$ cat config.mk
export PLATFORM = sky130hd
export DESIGN_NAME = rlp_item_locator_top
export DESIGN_NICKNAME = d
export VERILOG_FILES = /design/src/rlp_loc_pkg.sv /design/src/rlp_loc_in_reg.sv /design/src/rlp_loc_walker.sv /design/src/rlp_loc_out_reg.sv /design/src/rlp_item_locator_top.sv
export SDC_FILE = /design/constraint.sdc
export NUM_CORES = 1
export LEC_CHECK = 0
export BUFFER_PORTS_ARGS = -buffer_cell sky130_fd_sc_hd__clkbuf_2
export CORE_MARGIN = 2
export CORE_UTILIZATION = 50
export CTS_CLUSTER_DIAMETER = 60
export CTS_CLUSTER_SIZE = 20
export DETAILED_ROUTE_END_ITERATION = 6
export GPL_TIMING_DRIVEN = 1
export MAX_ROUTING_LAYER = met4
export PLACE_DENSITY = 0.7
export SETUP_SLACK_MARGIN = 0.2
export SYNTH_ARGS = -nofsm -noshare
export SYNTH_HDL_FRONTEND = slang
export SYNTH_SLANG_ARGS = --single-unit
export TNS_END_PERCENT = 20
$ cat constraint.sdc
create_clock -name clk -period 7 [get_ports clk]
set_input_delay 0.7 -clock clk [delete_from_list [all_inputs] [get_ports clk]]
set_output_delay 0.7 -clock clk [all_outputs]
set_load 0.1 [all_outputs]
$ cat src/rlp_loc_pkg.sv
`default_nettype none
package rlp_loc_pkg;

  localparam int unsigned FIELD_W = 17;
  localparam int unsigned CFG_W   = 17;

  // header byte boundaries
  localparam logic [7:0] HDR_STR       = 8'h80;
  localparam logic [7:0] HDR_LONG_STR  = 8'hb8;
  localparam logic [7:0] HDR_LIST      = 8'hc0;
  localparam logic [7:0] HDR_LONG_LIST = 8'hf8;
  localparam logic [7:0] LL_STR_BASE   = 8'hb7;
  localparam logic [7:0] LL_LIST_BASE  = 8'hf7;

  typedef enum logic [0:0] {
    REG_TARGET_INDEX         = 1'b0,
    REG_SEARCH_IN_FIRST_LIST = 1'b1
  } reg_idx_t;

  typedef enum logic [2:0] {
    PH_HEAD    = 3'd0,
    PH_LEN     = 3'd1,
    PH_LISTLEN = 3'd2,
    PH_STOP    = 3'd3,
    PH_NOTLIST = 3'd4
  } phase_t;

  typedef enum logic [2:0] {
    ST_FOUND_STRING   = 3'd0,
    ST_FOUND_LIST     = 3'd1,
    ST_ABSENT         = 3'd2,
    ST_OVERRUN        = 3'd3,
    ST_COUNT_OK       = 3'd4,
    ST_COUNT_MISMATCH = 3'd5,
    ST_NOT_LIST       = 3'd6
  } status_t;

  typedef struct packed {
    logic [CFG_W-1:0] target_index;
    logic             search_in_first_list;
  } cfg_t;

  typedef struct packed {
    logic [7:0] data_byte;
    logic       last_byte;
  } in_item_t;

  typedef struct packed {
    status_t            status;
    logic [FIELD_W-1:0] item_offset;
    logic [FIELD_W-1:0] item_length;
    logic [FIELD_W-1:0] item_count;
  } res_t;

endpackage
`default_nettype wire

$ cat src/rlp_loc_in_reg.sv
`default_nettype none
module rlp_loc_in_reg
  import rlp_loc_pkg::*;
(
  input  wire logic     clk,
  input  wire logic     rst,
  input  wire logic     in_valid,
  output logic          in_ready,
  input  wire logic [7:0] data_byte,
  input  wire logic     last_byte,
  input  wire logic     take,
  output logic          q_valid,
  output in_item_t      q
);

  // free slot, or the held byte leaves this cycle
  assign in_ready = !q_valid || take;

  always_ff @(posedge clk) begin
    if (rst) begin
      q_valid <= 1'b0;
    end else if (in_ready) begin
      q_valid <= in_valid;
    end
  end

  always_ff @(posedge clk) begin
    if (in_ready && in_valid) begin
      q.data_byte <= data_byte;
      q.last_byte <= last_byte;
    end
  end

endmodule
`default_nettype wire

$ cat src/rlp_loc_walker.sv
`default_nettype none
module rlp_loc_walker
  import rlp_loc_pkg::*;
#(
  parameter longint unsigned MAX_BUFFER_BYTES = 65536
) (
  input  wire logic     clk,
  input  wire logic     rst,
  input  wire cfg_t     cfg,
  input  wire logic     q_valid,
  input  wire in_item_t q,
  input  wire logic     res_stall,
  output logic          take,
  output logic          res_load,
  output res_t          res
);

  localparam int unsigned P  = $clog2(MAX_BUFFER_BYTES + 1);
  localparam int unsigned LW = (P > 6) ? P : 6;
  localparam int unsigned E  = LW + 1;
  localparam int unsigned IW = (P > 16) ? P : 16;
  localparam int unsigned XW = (LW > FIELD_W) ? LW : FIELD_W;
  localparam logic [P-1:0]   BOUND     = P'(MAX_BUFFER_BYTES);
  localparam logic [P+7:0]   BOUND_ACC = (P + 8)'(MAX_BUFFER_BYTES);

  logic [P-1:0]  byte_position, byte_position_next;
  phase_t        phase, phase_next;
  logic [3:0]    len_left, len_left_next;
  logic [P-1:0]  acc, acc_next;
  logic          acc_big, acc_big_next;
  logic [E-1:0]  skip_until, skip_until_next;
  logic [P-1:0]  items_seen, items_seen_next;
  logic          found_valid, found_valid_next;
  logic          found_kind, found_kind_next;
  logic [P-1:0]  found_offset, found_offset_next;
  logic [LW-1:0] found_length, found_length_next;
  logic          region_open, region_open_next;
  logic [E-1:0]  region_end, region_end_next;
  logic          pending_kind, pending_kind_next;
  logic          pending_target, pending_target_next;

  // a last byte needs the result register free
  assign take     = q_valid && !(q.last_byte && res_stall);
  assign res_load = take && q.last_byte;

  always_comb begin : walk_next
    logic          do_done;
    logic          do_open;
    logic          d_tgt;
    logic          d_kind;
    logic [P-1:0]  d_off;
    logic [LW-1:0] d_len;
    logic [E-1:0]  sum;
    logic [P+7:0]  acc_shift;
    logic [3:0]    left_dec;
    logic [7:0]    b;
    logic          tgt;

    byte_position_next  = byte_position;
    phase_next          = phase;
    len_left_next       = len_left;
    acc_next            = acc;
    acc_big_next        = acc_big;
    skip_until_next     = skip_until;
    items_seen_next     = items_seen;
    found_valid_next    = found_valid;
    found_kind_next     = found_kind;
    found_offset_next   = found_offset;
    found_length_next   = found_length;
    region_open_next    = region_open;
    region_end_next     = region_end;
    pending_kind_next   = pending_kind;
    pending_target_next = pending_target;

    do_done   = 1'b0;
    do_open   = 1'b0;
    d_tgt     = 1'b0;
    d_kind    = 1'b0;
    d_off     = '0;
    d_len     = '0;
    b         = q.data_byte;
    acc_shift = {acc, b};
    left_dec  = (len_left != 4'd0) ? len_left - 4'd1 : len_left;
    tgt       = !cfg.target_index[CFG_W-1] &&
                (IW'(items_seen) == IW'(cfg.target_index[CFG_W-2:0]));

    // bytes beyond the bound are dropped
    if (take && (byte_position < BOUND)) begin
      byte_position_next = byte_position + 1'b1;
      unique case (phase)
        PH_HEAD: begin
          if ((byte_position == '0) && cfg.search_in_first_list) begin
            if (b < HDR_LIST) begin
              phase_next = PH_NOTLIST;
            end else if (b < HDR_LONG_LIST) begin
              do_open = 1'b1;
              d_off   = byte_position + 1'b1;
              d_len   = LW'(b - HDR_LIST);
            end else begin
              len_left_next = 4'(b - LL_LIST_BASE);
              acc_next      = '0;
              acc_big_next  = 1'b0;
              phase_next    = PH_LISTLEN;
            end
          end else if (E'(byte_position) >= skip_until) begin
            if (items_seen < BOUND) begin
              items_seen_next = items_seen + 1'b1;
            end
            d_tgt = tgt;
            if (b < HDR_STR) begin
              do_done = 1'b1;
              d_off   = byte_position;
              d_len   = LW'(1);
            end else if (b < HDR_LONG_STR) begin
              do_done = 1'b1;
              d_off   = byte_position + 1'b1;
              d_len   = LW'(b - HDR_STR);
            end else if (b < HDR_LIST) begin
              pending_kind_next   = 1'b0;
              len_left_next       = 4'(b - LL_STR_BASE);
              acc_next            = '0;
              acc_big_next        = 1'b0;
              pending_target_next = tgt;
              phase_next          = PH_LEN;
            end else if (b >= HDR_LONG_LIST) begin
              pending_kind_next   = 1'b1;
              len_left_next       = 4'(b - LL_LIST_BASE);
              acc_next            = '0;
              acc_big_next        = 1'b0;
              pending_target_next = tgt;
              phase_next          = PH_LEN;
            end else begin
              do_done = 1'b1;
              d_kind  = 1'b1;
              d_off   = byte_position + 1'b1;
              d_len   = LW'(b - HDR_LIST);
            end
          end
        end
        PH_LEN, PH_LISTLEN: begin
          // big-endian length, saturating sticky flag once above the bound
          acc_next      = acc_shift[P-1:0];
          acc_big_next  = acc_big || (acc_shift > BOUND_ACC);
          len_left_next = left_dec;
          if (left_dec == 4'd0) begin
            d_off = byte_position + 1'b1;
            d_len = acc_big_next ? LW'(BOUND) : LW'(acc_next);
            if (phase == PH_LISTLEN) begin
              do_open = 1'b1;
            end else begin
              do_done = 1'b1;
              d_tgt   = pending_target;
              d_kind  = pending_kind;
            end
          end
        end
        default: ;
      endcase
    end

    sum = E'(d_off) + E'(d_len);
    if (do_open) begin
      region_open_next = 1'b1;
      region_end_next  = sum;
      skip_until_next  = E'(d_off);
      phase_next       = (d_len == '0) ? PH_STOP : PH_HEAD;
    end else if (do_done) begin
      if (d_tgt) begin
        found_valid_next  = 1'b1;
        found_kind_next   = d_kind;
        found_offset_next = d_off;
        found_length_next = d_len;
        phase_next        = PH_STOP;
      end else begin
        skip_until_next = sum;
        phase_next      = (region_open && (sum >= region_end)) ? PH_STOP : PH_HEAD;
      end
    end
  end

  always_comb begin : walk_result
    logic [E-1:0]  total;
    logic [E-1:0]  e_end;
    logic [E-1:0]  f_end;
    logic          not_list;
    logic          bad;
    logic [XW-1:0] off_x;
    logic [XW-1:0] len_x;
    logic [XW-1:0] cnt_x;

    total    = E'(byte_position_next);
    e_end    = region_open_next ? region_end_next : total;
    f_end    = E'(found_offset_next) + E'(found_length_next);
    not_list = (phase_next == PH_NOTLIST) || (phase_next == PH_LISTLEN) ||
               (region_open_next && (region_end_next > total));
    bad      = (phase_next == PH_LEN) || (skip_until_next != e_end);
    off_x    = '0;
    len_x    = '0;
    cnt_x    = XW'(items_seen_next);

    if (not_list) begin
      res.status = ST_NOT_LIST;
      cnt_x      = '0;
    end else if (found_valid_next) begin
      if (f_end <= e_end) begin
        res.status = found_kind_next ? ST_FOUND_LIST : ST_FOUND_STRING;
        off_x      = XW'(found_offset_next);
        len_x      = XW'(found_length_next);
      end else begin
        res.status = ST_OVERRUN;
      end
    end else if (cfg.target_index[CFG_W-1]) begin
      res.status = bad ? ST_COUNT_MISMATCH : ST_COUNT_OK;
    end else if ((phase_next == PH_LEN) || (skip_until_next > e_end)) begin
      res.status = ST_OVERRUN;
    end else begin
      res.status = ST_ABSENT;
    end

    res.item_offset = off_x[FIELD_W-1:0];
    res.item_length = len_x[FIELD_W-1:0];
    res.item_count  = cnt_x[FIELD_W-1:0];
  end

  always_ff @(posedge clk) begin
    if (rst || res_load) begin
      byte_position  <= '0;
      phase          <= PH_HEAD;
      len_left       <= '0;
      acc            <= '0;
      acc_big        <= 1'b0;
      skip_until     <= '0;
      items_seen     <= '0;
      found_valid    <= 1'b0;
      found_kind     <= 1'b0;
      found_offset   <= '0;
      found_length   <= '0;
      region_open    <= 1'b0;
      region_end     <= '0;
      pending_kind   <= 1'b0;
      pending_target <= 1'b0;
    end else begin
      byte_position  <= byte_position_next;
      phase          <= phase_next;
      len_left       <= len_left_next;
      acc            <= acc_next;
      acc_big        <= acc_big_next;
      skip_until     <= skip_until_next;
      items_seen     <= items_seen_next;
      found_valid    <= found_valid_next;
      found_kind     <= found_kind_next;
      found_offset   <= found_offset_next;
      found_length   <= found_length_next;
      region_open    <= region_open_next;
      region_end     <= region_end_next;
      pending_kind   <= pending_kind_next;
      pending_target <= pending_target_next;
    end
  end

  a_found_stops: assert property (@(posedge clk) disable iff (rst)
    found_valid |-> (phase == PH_STOP))
    else $error("found item but walk not stopped");

  a_len_pending: assert property (@(posedge clk) disable iff (rst)
    ((phase == PH_LEN) || (phase == PH_LISTLEN)) |-> (len_left != 4'd0))
    else $error("length phase with no length bytes left");

  a_items_bound: assert property (@(posedge clk) disable iff (rst)
    items_seen <= BOUND)
    else $error("item count above buffer bound");

  a_walk_cleared: assert property (@(posedge clk) disable iff (rst)
    res_load |=> ((byte_position == '0) && !found_valid && !region_open))
    else $error("walk state not cleared after result");

endmodule
`default_nettype wire

$ cat src/rlp_loc_out_reg.sv
`default_nettype none
module rlp_loc_out_reg
  import rlp_loc_pkg::*;
(
  input  wire logic     clk,
  input  wire logic     rst,
  input  wire logic     res_load,
  input  wire res_t     res,
  output logic          res_stall,
  output logic          out_valid,
  input  wire logic     out_ready,
  output res_t          out_res
);

  assign res_stall = out_valid && !out_ready;

  always_ff @(posedge clk) begin
    if (rst) begin
      out_valid <= 1'b0;
    end else if (res_load) begin
      out_valid <= 1'b1;
    end else if (out_ready) begin
      out_valid <= 1'b0;
    end
  end

  always_ff @(posedge clk) begin
    if (res_load) begin
      out_res <= res;
    end
  end

endmodule
`default_nettype wire

$ cat src/rlp_item_locator_top.sv
// result path: the input register holds the last byte, the walker decodes it and the output register holds the result
// throughput: one byte per cycle, set by the combinational header decode and skip
//   compare in the walker; a last byte waits only while the result register is full
//   and not being read in that cycle
// reset: synchronous rst clears the walk state, the handshake flags and both
//   configuration registers to zero; no clearing pass
`default_nettype none
module rlp_item_locator_top
  import rlp_loc_pkg::*;
#(
  parameter longint unsigned MAX_BUFFER_BYTES = 65536
) (
  input  wire logic               clk,
  input  wire logic               rst,
  input  wire logic               cfg_we,
  input  wire logic [0:0]         cfg_addr,
  input  wire logic [CFG_W-1:0]   cfg_wdata,
  input  wire logic               in_valid,
  output logic                    in_ready,
  input  wire logic [7:0]         data_byte,
  input  wire logic               last_byte,
  output logic                    out_valid,
  input  wire logic               out_ready,
  output logic [2:0]              status,
  output logic [FIELD_W-1:0]      item_offset,
  output logic [FIELD_W-1:0]      item_length,
  output logic [FIELD_W-1:0]      item_count
);

  cfg_t     cfg;
  logic     q_valid;
  in_item_t q;
  logic     take;
  logic     res_load;
  logic     res_stall;
  res_t     res;
  res_t     out_res;

  always_ff @(posedge clk) begin
    if (rst) begin
      cfg <= '0;
    end else if (cfg_we) begin
      unique case (cfg_addr)
        REG_TARGET_INDEX:         cfg.target_index <= cfg_wdata;
        REG_SEARCH_IN_FIRST_LIST: cfg.search_in_first_list <= cfg_wdata[0];
        default: ;
      endcase
    end
  end

  rlp_loc_in_reg u_in_reg (
    .clk       (clk),
    .rst       (rst),
    .in_valid  (in_valid),
    .in_ready  (in_ready),
    .data_byte (data_byte),
    .last_byte (last_byte),
    .take      (take),
    .q_valid   (q_valid),
    .q         (q)
  );

  rlp_loc_walker #(
    .MAX_BUFFER_BYTES (MAX_BUFFER_BYTES)
  ) u_walker (
    .clk       (clk),
    .rst       (rst),
    .cfg       (cfg),
    .q_valid   (q_valid),
    .q         (q),
    .res_stall (res_stall),
    .take      (take),
    .res_load  (res_load),
    .res       (res)
  );

  rlp_loc_out_reg u_out_reg (
    .clk       (clk),
    .rst       (rst),
    .res_load  (res_load),
    .res       (res),
    .res_stall (res_stall),
    .out_valid (out_valid),
    .out_ready (out_ready),
    .out_res   (out_res)
  );

  assign status      = out_res.status;
  assign item_offset = out_res.item_offset;
  assign item_length = out_res.item_length;
  assign item_count  = out_res.item_count;

endmodule
`default_nettype wire

==> impl_metrics.tcl, run 1 <==
set metrics [dict create \
    hold_start "data_byte[7]" \
    clock-root-buffer "clkbuf_16" \
    r2r_start "u_walker.phase[0]" \
    crit_required_ns 7.38 \
    cp-startpoint "u_walker.phase[0]" \
    grt_pass1_vias 11800 \
    wl_mm 44.1 \
    htree_levels 1 \
    ys.flop_type "dfxtp_1" \
    skew_ns 0.0277 \
    insertion_delay_ns 0.54 \
    ys_ff_latch 217 \
    first_pass_iters 5 \
    synth_area_sq_um 14000 \
    hold_path.class "input port to flip-flop" \
    grt-ovfl-total 0 \
    yosysUniqueCellTypes 92 \
    portBuffers 87 \
    synth_edf_count 63 \
    cp_num_cells 29 \
    period_share_pct 95.1 \
    vias_per_cell 5.75 \
    status "completed" \
    drtAntennaViolNets 0 \
    cts_tree "done" \
    yosysWarnings 0 \
    post_drt_wl_per_cell_microns 19.9 \
    setup_violations 0 \
    die_w_microns 171 \
    crit_family "compound AO/OA/AOI/OAI gates" \
    cts_buffers 22 \
    antenna_found_initial 0 \
    hold_depth 1 \
    dp_hpwl_mm 33.8 \
    ys_async_sr_fraction_pct 0 \
    cp_slowest_stage_delay_ns 0.47 \
    syn_avg_cell_area_sq_um 8.46 \
    cp_num_buf_inv 5 \
    cts.path.max_buffers 3 \
    min_period_ns 6.66 \
    drt_iter0_markers 1116 \
    tightest_slew_ns 1.03 \
    max_cap_violations 0 \
    holdBufCountCts 0 \
    arrival_ns 7.04 \
    top_level_ports 88 \
    dr_total_vias 12700 \
    grt_pass1_wl_mm 65.7 \
    coreArea_sq_um 27700 \
    netlist_instances 1657 \
    total_power_mw 4.12 \
    max_freq_ghz 0.150 \
    syn_nets 1821 \
    place_congestion 1.04 \
    layout.nets 1984 \
    timing.critical_path.mode_cell "buf_4" \
    area_growth_pct 19.3 \
    die_area_sq_um 29400 \
    ir_drop_uv 227 \
    clkTransAtPathRegs_ns 0.08 \
    synth_seq_area_share_pct 35.5 \
    slowest_stage "nor3_4" \
    antenna-diode-count 0 \
    drc 0 \
    initial_core_util_pct 50.6 \
    grt_util_all_layers_pct 30.0 \
    crit_type "flip-flop to flip-flop" \
    cp_max_fo 17 \
    layout-drive-gt1-share_pct 19.7 \
    hold_ws_ns 0.334 \
    critPathLaunchType "flip-flop" \
    rsz0062_at_grt "no" \
    hold_violations 0 \
    setup_tns_ns 0 \
    power_leakage_nw 7.54 \
    endpoint_kind "flip-flop" \
    power_density_nw_per_um2 246 \
    maxSlewViolCount 0 \
    reg2regPathDepth 29 \
    grt_max_degree 70 \
    fp-row-count 61 \
    clock-sinks 217 \
    die_h_microns 171 \
    slew_headroom_pct 31.4 \
]
## cells by family after synthesis
| group | Yosys count | synth area share, % |
|---|---|---|
| simple gates | 643 | 22.1 |
| compound gates | 364 | 17.0 |
| flops | 217 | 35.5 |
| buf+inv | 185 | 5.88 |
| fa+ha+maj | 132 | 11.9 |
| xor+xnor | 79 | 4.93 |
| mux | 37 | 2.68 |
## layout make-up
class                   count  area [sq um]
inverters                 106           398
clock inverters            14           185
well taps                 378           473
fillers                  2406         11000
repair buffers            218          1490
clock buffers              26           612
flip-flops and latches    217          4980
multi-input cells        1255          8590
## sequential cells by signal, summed over array words and instances, names as in the netlist, 3 cells and up
| register | count |
|---|---|
| cfg | 18 |
| u_in_reg.q | 9 |
| u_out_reg.out_res | 54 |
| u_walker.acc | 17 |
| u_walker.byte_position | 17 |
| u_walker.found_length | 17 |
| u_walker.found_offset | 17 |
| u_walker.items_seen | 17 |
| u_walker.len_left | 4 |
| u_walker.phase | 3 |
| u_walker.region_end | 18 |
| u_walker.skip_until | 18 |
## per-stage QoR
step                instance area [sq um]  instances  worst slack [ns]  utilization [%]
global route                        16700       2214             0.166             60.4
finish                              16700       2214             0.343             60.4
CTS                                 16300       2208             0.210             59.0
global placement                    15500       2167            -0.143             55.9
floorplan                           14000       1657             0.539                -
detailed placement                  15500       2167            -0.119             55.9
## cells in the final DEF, fill, tap and decap left out, types with 59 or more instances in the layout
cell        n
buf_4     124
ha_1      128
edfxtp_1   63
nand3_1    59
nor2_1    212
a21oi_1   137
clkbuf_2   87
dfxtp_1   150
inv_1     106
nand2_1   159
## worst paths after layout
| kind | end | slack, ns |
|---|---|---|
| worst min-delay path | u_in_reg.q[8] | 0.33 |
| worst max register to register | u_out_reg.out_res[18] | 0.34 |
| worst max-delay path | u_out_reg.out_res[18] | 0.34 |
| worst min register to register | u_walker.acc[10] | 0.45 |
## where the power goes
| group | internal, mW | switching (mW) |
|---|---|---|
| logic | 0.536 | 0.917 |
| registers | 1.33 | 0.0371 |
| clock network | 0.678 | 0.616 |
| total | 2.55 | 1.57 |
## layer usage
layer / vias to the layer above / part of all wire, % / global-route usage, %
li1: 6193 / - / -
met5: - / 0 / -
met1: 5952 / 42 / 38.0
met4: 0 / 5.3 / 13.9
met3: 111 / 7.6 / 5.02
met2: 485 / 45 / 46.9
## synth_stat cells, types with 4 or more instances
master | instances | share of area (%)
nand3_1 | 59 | 2.1
edfxtp_1 | 63 | 13
o21a_1 | 15 | 0.80
a211oi_1 | 19 | 1.0
nand3b_1 | 4 | 0.21
o211ai_1 | 12 | 0.64
a22oi_1 | 5 | 0.27
ha_1 | 130 | 12
buf_4 | 4 | 0.21
a21o_1 | 17 | 0.91
o21ai_0 | 59 | 2.1
nor2_1 | 219 | 5.9
inv_1 | 106 | 2.8
o21bai_1 | 4 | 0.21
nor4_1 | 17 | 0.76
xnor2_1 | 31 | 1.9
nor3_1 | 41 | 1.5
buf_6 | 12 | 0.96
buf_2 | 20 | 0.71
nor2b_1 | 11 | 0.49
and3_1 | 16 | 0.71
nand2_1 | 162 | 4.3
nand2b_1 | 9 | 0.40
dfxtp_1 | 154 | 22
a311oi_1 | 5 | 0.31
o22ai_1 | 5 | 0.22
or3_1 | 8 | 0.36
xor2_1 | 48 | 3.0
or2_2 | 5 | 0.22
clkbuf_1 | 42 | 1.1
and2_1 | 31 | 1.4
mux2i_1 | 33 | 2.4
a31oi_1 | 18 | 0.80
nand4_1 | 27 | 1.2
a21oi_1 | 143 | 5.1
nor3_2 | 11 | 0.79
mux2_2 | 4 | 0.32
## what timing repair did
item	4_1_cts	5_1_grt
setup buffers	1	4
setup endpoints to repair	54	55
gates resized for setup	8	74
endpoints found under the hold margin	0	0
cloned	0	2
pin swaps	1	13
Power figures use the tool's default switching activity.
==> run 2: changes to the inputs <==
--- a/config.mk
+++ b/config.mk
@@ -7,15 +7,16 @@
 export LEC_CHECK = 0
 export BUFFER_PORTS_ARGS = -buffer_cell sky130_fd_sc_hd__clkbuf_2
 export CORE_MARGIN = 2
-export CORE_UTILIZATION = 50
+export CORE_UTILIZATION = 25
 export CTS_CLUSTER_DIAMETER = 60
 export CTS_CLUSTER_SIZE = 20
 export DETAILED_ROUTE_END_ITERATION = 6
 export GPL_TIMING_DRIVEN = 1
 export MAX_ROUTING_LAYER = met4
-export PLACE_DENSITY = 0.7
+export PLACE_DENSITY = 0.42
 export SETUP_SLACK_MARGIN = 0.2
 export SYNTH_ARGS = -nofsm -noshare
 export SYNTH_HDL_FRONTEND = slang
+export SYNTH_HIERARCHICAL = 1
 export SYNTH_SLANG_ARGS = --single-unit
 export TNS_END_PERCENT = 20
==> impl_metrics.tcl, run 2 <==
set metrics [dict create \
    fp-row-count 89 \
    power_density_nw_per_um2 296 \
    status "completed" \
    yosysWarnings 6 \
    top_register "u_out_reg/out_res" \
    cts.path.max_buffers 3 \
    drc 0 \
    netlist_instances 1754 \
    layout-drive-gt1-share_pct 31.2 \
    wl_mm 57.5 \
    drt_iter0_markers 940 \
    yosysUniqueCellTypes 107 \
    htree_levels 1 \
    setup_violations 0 \
    max_freq_ghz 0.148 \
    dp.cells 2772 \
    clock-sinks 217 \
    dp_slack_ns -0.374 \
    grt_pass1_vias 14000 \
    vias_per_cell 4.86 \
    reg2regPathDepth 45 \
    grt_pass1_wl_mm 85.7 \
    tightest_slew_ns 1.12 \
    stdcell_area_sq_um 20400 \
    slew_headroom_pct 25.5 \
    synth_top_area_cell "dfxtp_1" \
    maxSlewViolCount 0 \
    grt_max_degree 60 \
    initial_core_util_pct 25.1 \
    synth_area_sq_um 14700 \
    drtAntennaViolNets 0 \
    post_drt_wl_per_cell_microns 19.9 \
    ys_ff_latch 217 \
    holdBufCountCts 0 \
    r2r-end "u_out_reg/out_res[51]" \
    top_level_ports 88 \
    yosysMostFrequentCell "nor2_1" \
    synth_edf_count 63 \
    cp_slowest_stage_delay_ns 0.41 \
    setup_ws_ns 0.235 \
    dr_total_vias 14000 \
    first_pass_iters 5 \
    worstSetupEndpoint "u_out_reg/out_res[51]" \
    total_power_mw 6.04 \
    place_congestion 0.942 \
    arrival_ns 7.12 \
    insertion_delay_ns 0.61 \
    portBuffers 87 \
    r2r_start "u_walker/byte_position[11]" \
    syn_avg_cell_area_sq_um 8.40 \
    timing.critical_path.mode_cell "buf_4" \
    power_leakage_nw 8.74 \
    cp-startpoint "u_walker/byte_position[11]" \
    critPathLaunchType "flip-flop" \
    crit_type "flip-flop to flip-flop" \
    antenna_found_initial 1 \
    ir_drop_uv 209 \
    layout.nets 2255 \
    ys.flop_type "dfxtp_1" \
    r2r_setup_slack_ns 0.23 \
    period_share_pct 96.6 \
    crit_required_ns 7.35 \
    dpl-instance-area_sq_um 17700 \
    cp_num_cells 45 \
    cts_buffers 30 \
    synth.area.top_cells "dfxtp_1 (21%), edfxtp_1 (13%), ha_1 (11%)" \
    syn_nets 1917 \
    hold_path.class "input port to flip-flop" \
    clkTransAtPathRegs_ns 0.07 \
    area_growth_pct 38.2 \
    min_period_ns 6.77 \
    die_h_microns 247 \
    slowest_stage "a311o_1" \
    die_w_microns 247 \
    cp_num_buf_inv 27 \
    grt_util_all_layers_pct 19.1 \
    largest_register_ff_count 54 \
    hold_violations 0 \
    cp_max_fo 5 \
    instances_no_fill 2889 \
    rsz0062_at_grt "yes" \
    synth_seq_area_share_pct 33.8 \
    ys_async_sr_fraction_pct 0 \
    final_common_cell "buf_4" \
    synthTopCellsByCount "nor2_1 (185), dfxtp_1 (154), nand2_1 (148), ha_1 (130), a21oi_1 (124)" \
    skew_ns 0.0374 \
    clock-root-buffer "clkbuf_16" \
    synth_top_area_share_pct 20.9 \
    grt-ovfl-total 0 \
    final_cell_mix "buf_4 (282), nor2_1 (173), nand2_1 (142), dfxtp_1 (139), ha_1 (115)" \
    max_cap_violations 0 \
    crit_family "buffers and inverters" \
    coreArea_sq_um 58700 \
    dp_hpwl_mm 44.4 \
    endpoint_kind "flip-flop" \
    cts_tree "done" \
    die_area_sq_um 60900 \
    antenna-diode-count 0 \
]
[run 2: cell count changes in the layout (fill, tap and decap cells not counted), moves of 21 or more]
cell / before / now
inv_1: 106 / 80
and2_1: 30 / 56
o21ai_0: 50 / 85
a21oi_1: 137 / 103
a21o_1: 17 / 38
nor2_1: 212 / 173
buf_4: 124 / 282
[run 2: layout make-up]
| cell class | count | area (sq um) |
|---|---|---|
| clock buffers | 31 | 776 |
| flip-flops and latches | 217 | 4990 |
| multi-input cells | 1353 | 9920 |
| inverters | 88 | 330 |
| fillers | 6103 | 38300 |
| clock inverters | 25 | 375 |
| repair buffers | 402 | 3020 |
| well taps | 773 | 967 |
[run 2: power by group]
part / internal [mW] / switching [mW]
clock: 0.932 / 0.797
combinational: 1.25 / 1.64
sequential: 1.37 / 0.0531
[run 2: kinds of logic (layout without fill, tap and decap cells)]
group                      count (synthesis)  in the layout  synth area share [%]
AOI/OAI and AO/OA                        418            418                  18.6
xor gates and xnor gates                  79             79                  4.82
adders and majority gates                131            131                  11.2
buffers and inverters                    184            546                  5.09
DFF                                      217            217                  33.8
muxes                                     27             27                  1.93
and+or+nand+nor                          698            698                  24.7
[run 2: repair_timing]
action,CTS,global route
gates resized for setup,71,169
buffers inserted,40,16
endpoints found under the setup margin,54,54
gates cloned,2,3
pin swaps,22,86
[run 2: how the worst min path moves through the flow]
stage | from | to | slack (ns) | depth (start not counted)
final | data_byte[5] | u_in_reg/q[6] | 0.30 | 1
after CTS | last_byte | u_in_reg/q[0] | 0.27 | 1
after global placement | u_walker/acc[15] | u_walker/acc[15] | 0.44 | 2
after global routing | data_byte[2] | u_in_reg/q[3] | 0.28 | 1
after detailed placement | u_walker/acc[16] | u_walker/acc[16] | 0.44 | 2
after floorplan | u_walker/acc[9] | u_walker/acc[9] | 0.43 | 2
[run 2: layer usage]
layer | global-route usage [%] | share of wire (%)
met5 | - | 0
met4 | 6.17 | 3.7
met3 | 3.08 | 4.4
met2 | 31.1 | 47
met1 | 24.0 | 45
[run 2: through the flow]
stage	setup TNS, ns	utilization [%]	hold WS (ns)
final	0	34.7	0.299
after CTS	0	33.1	0.268
after global routing	0	34.7	0.277
after detailed placement	-17.88	30.2	0.444
after global placement	-20.53	30.2	0.439
after floorplan	0	-	0.432
==> run 3: changes to the inputs <==
--- a/config.mk
+++ b/config.mk
@@ -5,15 +5,17 @@
 export SDC_FILE = /design/constraint.sdc
 export NUM_CORES = 1
 export LEC_CHECK = 0
-export BUFFER_PORTS_ARGS = -buffer_cell sky130_fd_sc_hd__clkbuf_2
+export BUFFER_PORTS_ARGS = -buffer_cell sky130_fd_sc_hd__buf_4
 export CORE_MARGIN = 2
 export CORE_UTILIZATION = 25
 export CTS_CLUSTER_DIAMETER = 60
 export CTS_CLUSTER_SIZE = 20
 export DETAILED_ROUTE_END_ITERATION = 6
+export GPL_ROUTABILITY_DRIVEN = 0
 export GPL_TIMING_DRIVEN = 1
 export MAX_ROUTING_LAYER = met4
 export PLACE_DENSITY = 0.42
+export RECOVER_POWER = 25
 export SETUP_SLACK_MARGIN = 0.2
 export SYNTH_ARGS = -nofsm -noshare
 export SYNTH_HDL_FRONTEND = slang
==> impl_metrics.tcl, run 3 (synthesis results as in run 2) <==
set metrics [dict create \
    critPathLaunchType "flip-flop" \
    cp_max_fo 4 \
    die_w_microns 247 \
    area_growth_pct 34.7 \
    portBuffers 87 \
    skew_ns 0.0168 \
    maxSlewViolCount 0 \
    min_period_ns 6.75 \
    grt_util_all_layers_pct 18.7 \
    fin_util_pct 33.8 \
    r2r_setup_slack_ns 0.25 \
    cp_slowest_stage_delay_ns 0.44 \
    first_pass_iters 5 \
    htree_levels 1 \
    drt_iter0_markers 1043 \
    period_share_pct 96.4 \
    max_freq_ghz 0.148 \
    power_density_nw_per_um2 280 \
    total_power_mw 5.57 \
    tightest_slew_ns 1.23 \
    arrival_ns 7.06 \
    grt_pass1_wl_mm 84.5 \
    hold_start "data_byte[4]" \
    fillers 6181 \
    holdBufCountCts 0 \
    grt_pass1_vias 14000 \
    top_level_ports 88 \
    ir_drop_uv 181 \
    wl_mm 56.2 \
    grt_max_degree 58 \
    timing.critical_path.mode_cell "buf_4" \
    crit_required_ns 7.31 \
    max_cap_violations 0 \
    top_register "u_out_reg/out_res" \
    r2r_start "u_walker/skip_until[11]" \
    post_drt_wl_per_cell_microns 19.6 \
    clock-root-buffer "clkbuf_16" \
    initial_core_util_pct 25.1 \
    slowest_stage "a311o_1" \
    cp-startpoint "u_walker/skip_until[11]" \
    grt-ovfl-total 0 \
    min_to "u_in_reg/q[5]" \
    coreArea_sq_um 58700 \
    final_cell_mix "buf_4 (311), nor2_1 (176), dfxtp_1 (146), nand2_1 (143), ha_1 (119)" \
    antenna-diode-count 0 \
    hold_violations 0 \
    layout.nets 2236 \
    reg2regPathDepth 44 \
    endpoint_kind "flip-flop" \
    status "completed" \
    slew_headroom_pct 18.1 \
    power_leakage_nw 8.36 \
    seq_area_sq_um 4980 \
    layout-drive-gt1-share_pct 26.6 \
    dp_hpwl_mm 43.4 \
    vias_per_cell 4.94 \
    setup_violations 0 \
    antenna_found_initial 0 \
    clkTransAtPathRegs_ns 0.07 \
    r2r-end "u_out_reg/out_res[51]" \
    hold_path.class "input port to flip-flop" \
    cts_buffers 27 \
    die_h_microns 247 \
    multi_input_area_sq_um 9740 \
    hold_ws_ns 0.339 \
    drtAntennaViolNets 0 \
    dr_total_vias 14100 \
    largest_register_ff_count 54 \
    crit_type "flip-flop to flip-flop" \
    hold_depth 1 \
    final_common_cell "buf_4" \
    cts.path.max_buffers 3 \
    cts_tree "done" \
    insertion_delay_ns 0.57 \
    drc 0 \
    rsz0062_at_grt "yes" \
    fp-row-count 89 \
    die_area_sq_um 60900 \
    clock-sinks 217 \
]
[run 3: power breakdown]
group / internal, mW / switching [mW] / total (mW)
combinational: 1.14 / 1.55 / 2.69
sequential: 1.37 / 0.0463 / 1.41
clock: 0.810 / 0.656 / 1.47
[run 3: layout make-up]
class	instances	share of cell area, %
clock buffers	29	3.60
clock inverters	20	1.12
inverters	88	1.66
multi-input cells	1353	49.1
flip-flops and latches	217	25.1
well taps	773	4.87
repair buffers	386	14.6
[run 3: timing repair]
action                                  4_1_cts  5_1_grt
cloned                                        2        2
buffers inserted                             32       21
pin swaps                                    22       63
gates resized for setup                      64      115
endpoints found under the setup margin       54       54
[run 3: critical path, delay by kind of cell (launching register included)]
kind,cells,cell delay [ns]
AND/OR/NAND/NOR,6,0.71
flip-flops,1,0.33
AO/OA/AOI/OAI,10,1.85
adder cells (fa/ha/maj),2,0.53
buffers and inverters,26,3.08
[run 3: worst max path at each step]
stage | cells past startpoint | to
after floorplan | 36 | u_out_reg/out_res[20]
after global placement | 34 | u_out_reg/out_res[11]
after detailed placement | 36 | u_out_reg/out_res[11]
after CTS | 33 | u_out_reg/out_res[35]
after global routing | 36 | u_out_reg/out_res[13]
final | 44 | u_out_reg/out_res[51]
[run 3: stage by stage]
stage	setup WS [ns]	std cells	cell area [sq um]	TNS (ns)
2_1_floorplan	0.203	1754	14700	0
3_3_place_gp	-0.407	2760	17800	-17.97
3_5_place_dp	-0.442	2760	17800	-19.75
4_1_cts	0.117	2843	19400	0
5_1_grt	-0.000574	2866	19900	-0.000663
6_report	0.250	2866	19900	0
[run 3: layer usage]
layer / vias to the layer above / wire length [microns] / track usage [%]
li1: 6915 / - / -
met4: 0 / 2230 / 6.64
met5: - / 0 / -
met1: 6748 / 25400 / 24.2
met3: 102 / 2620 / 1.81
met2: 380 / 25900 / 30.3
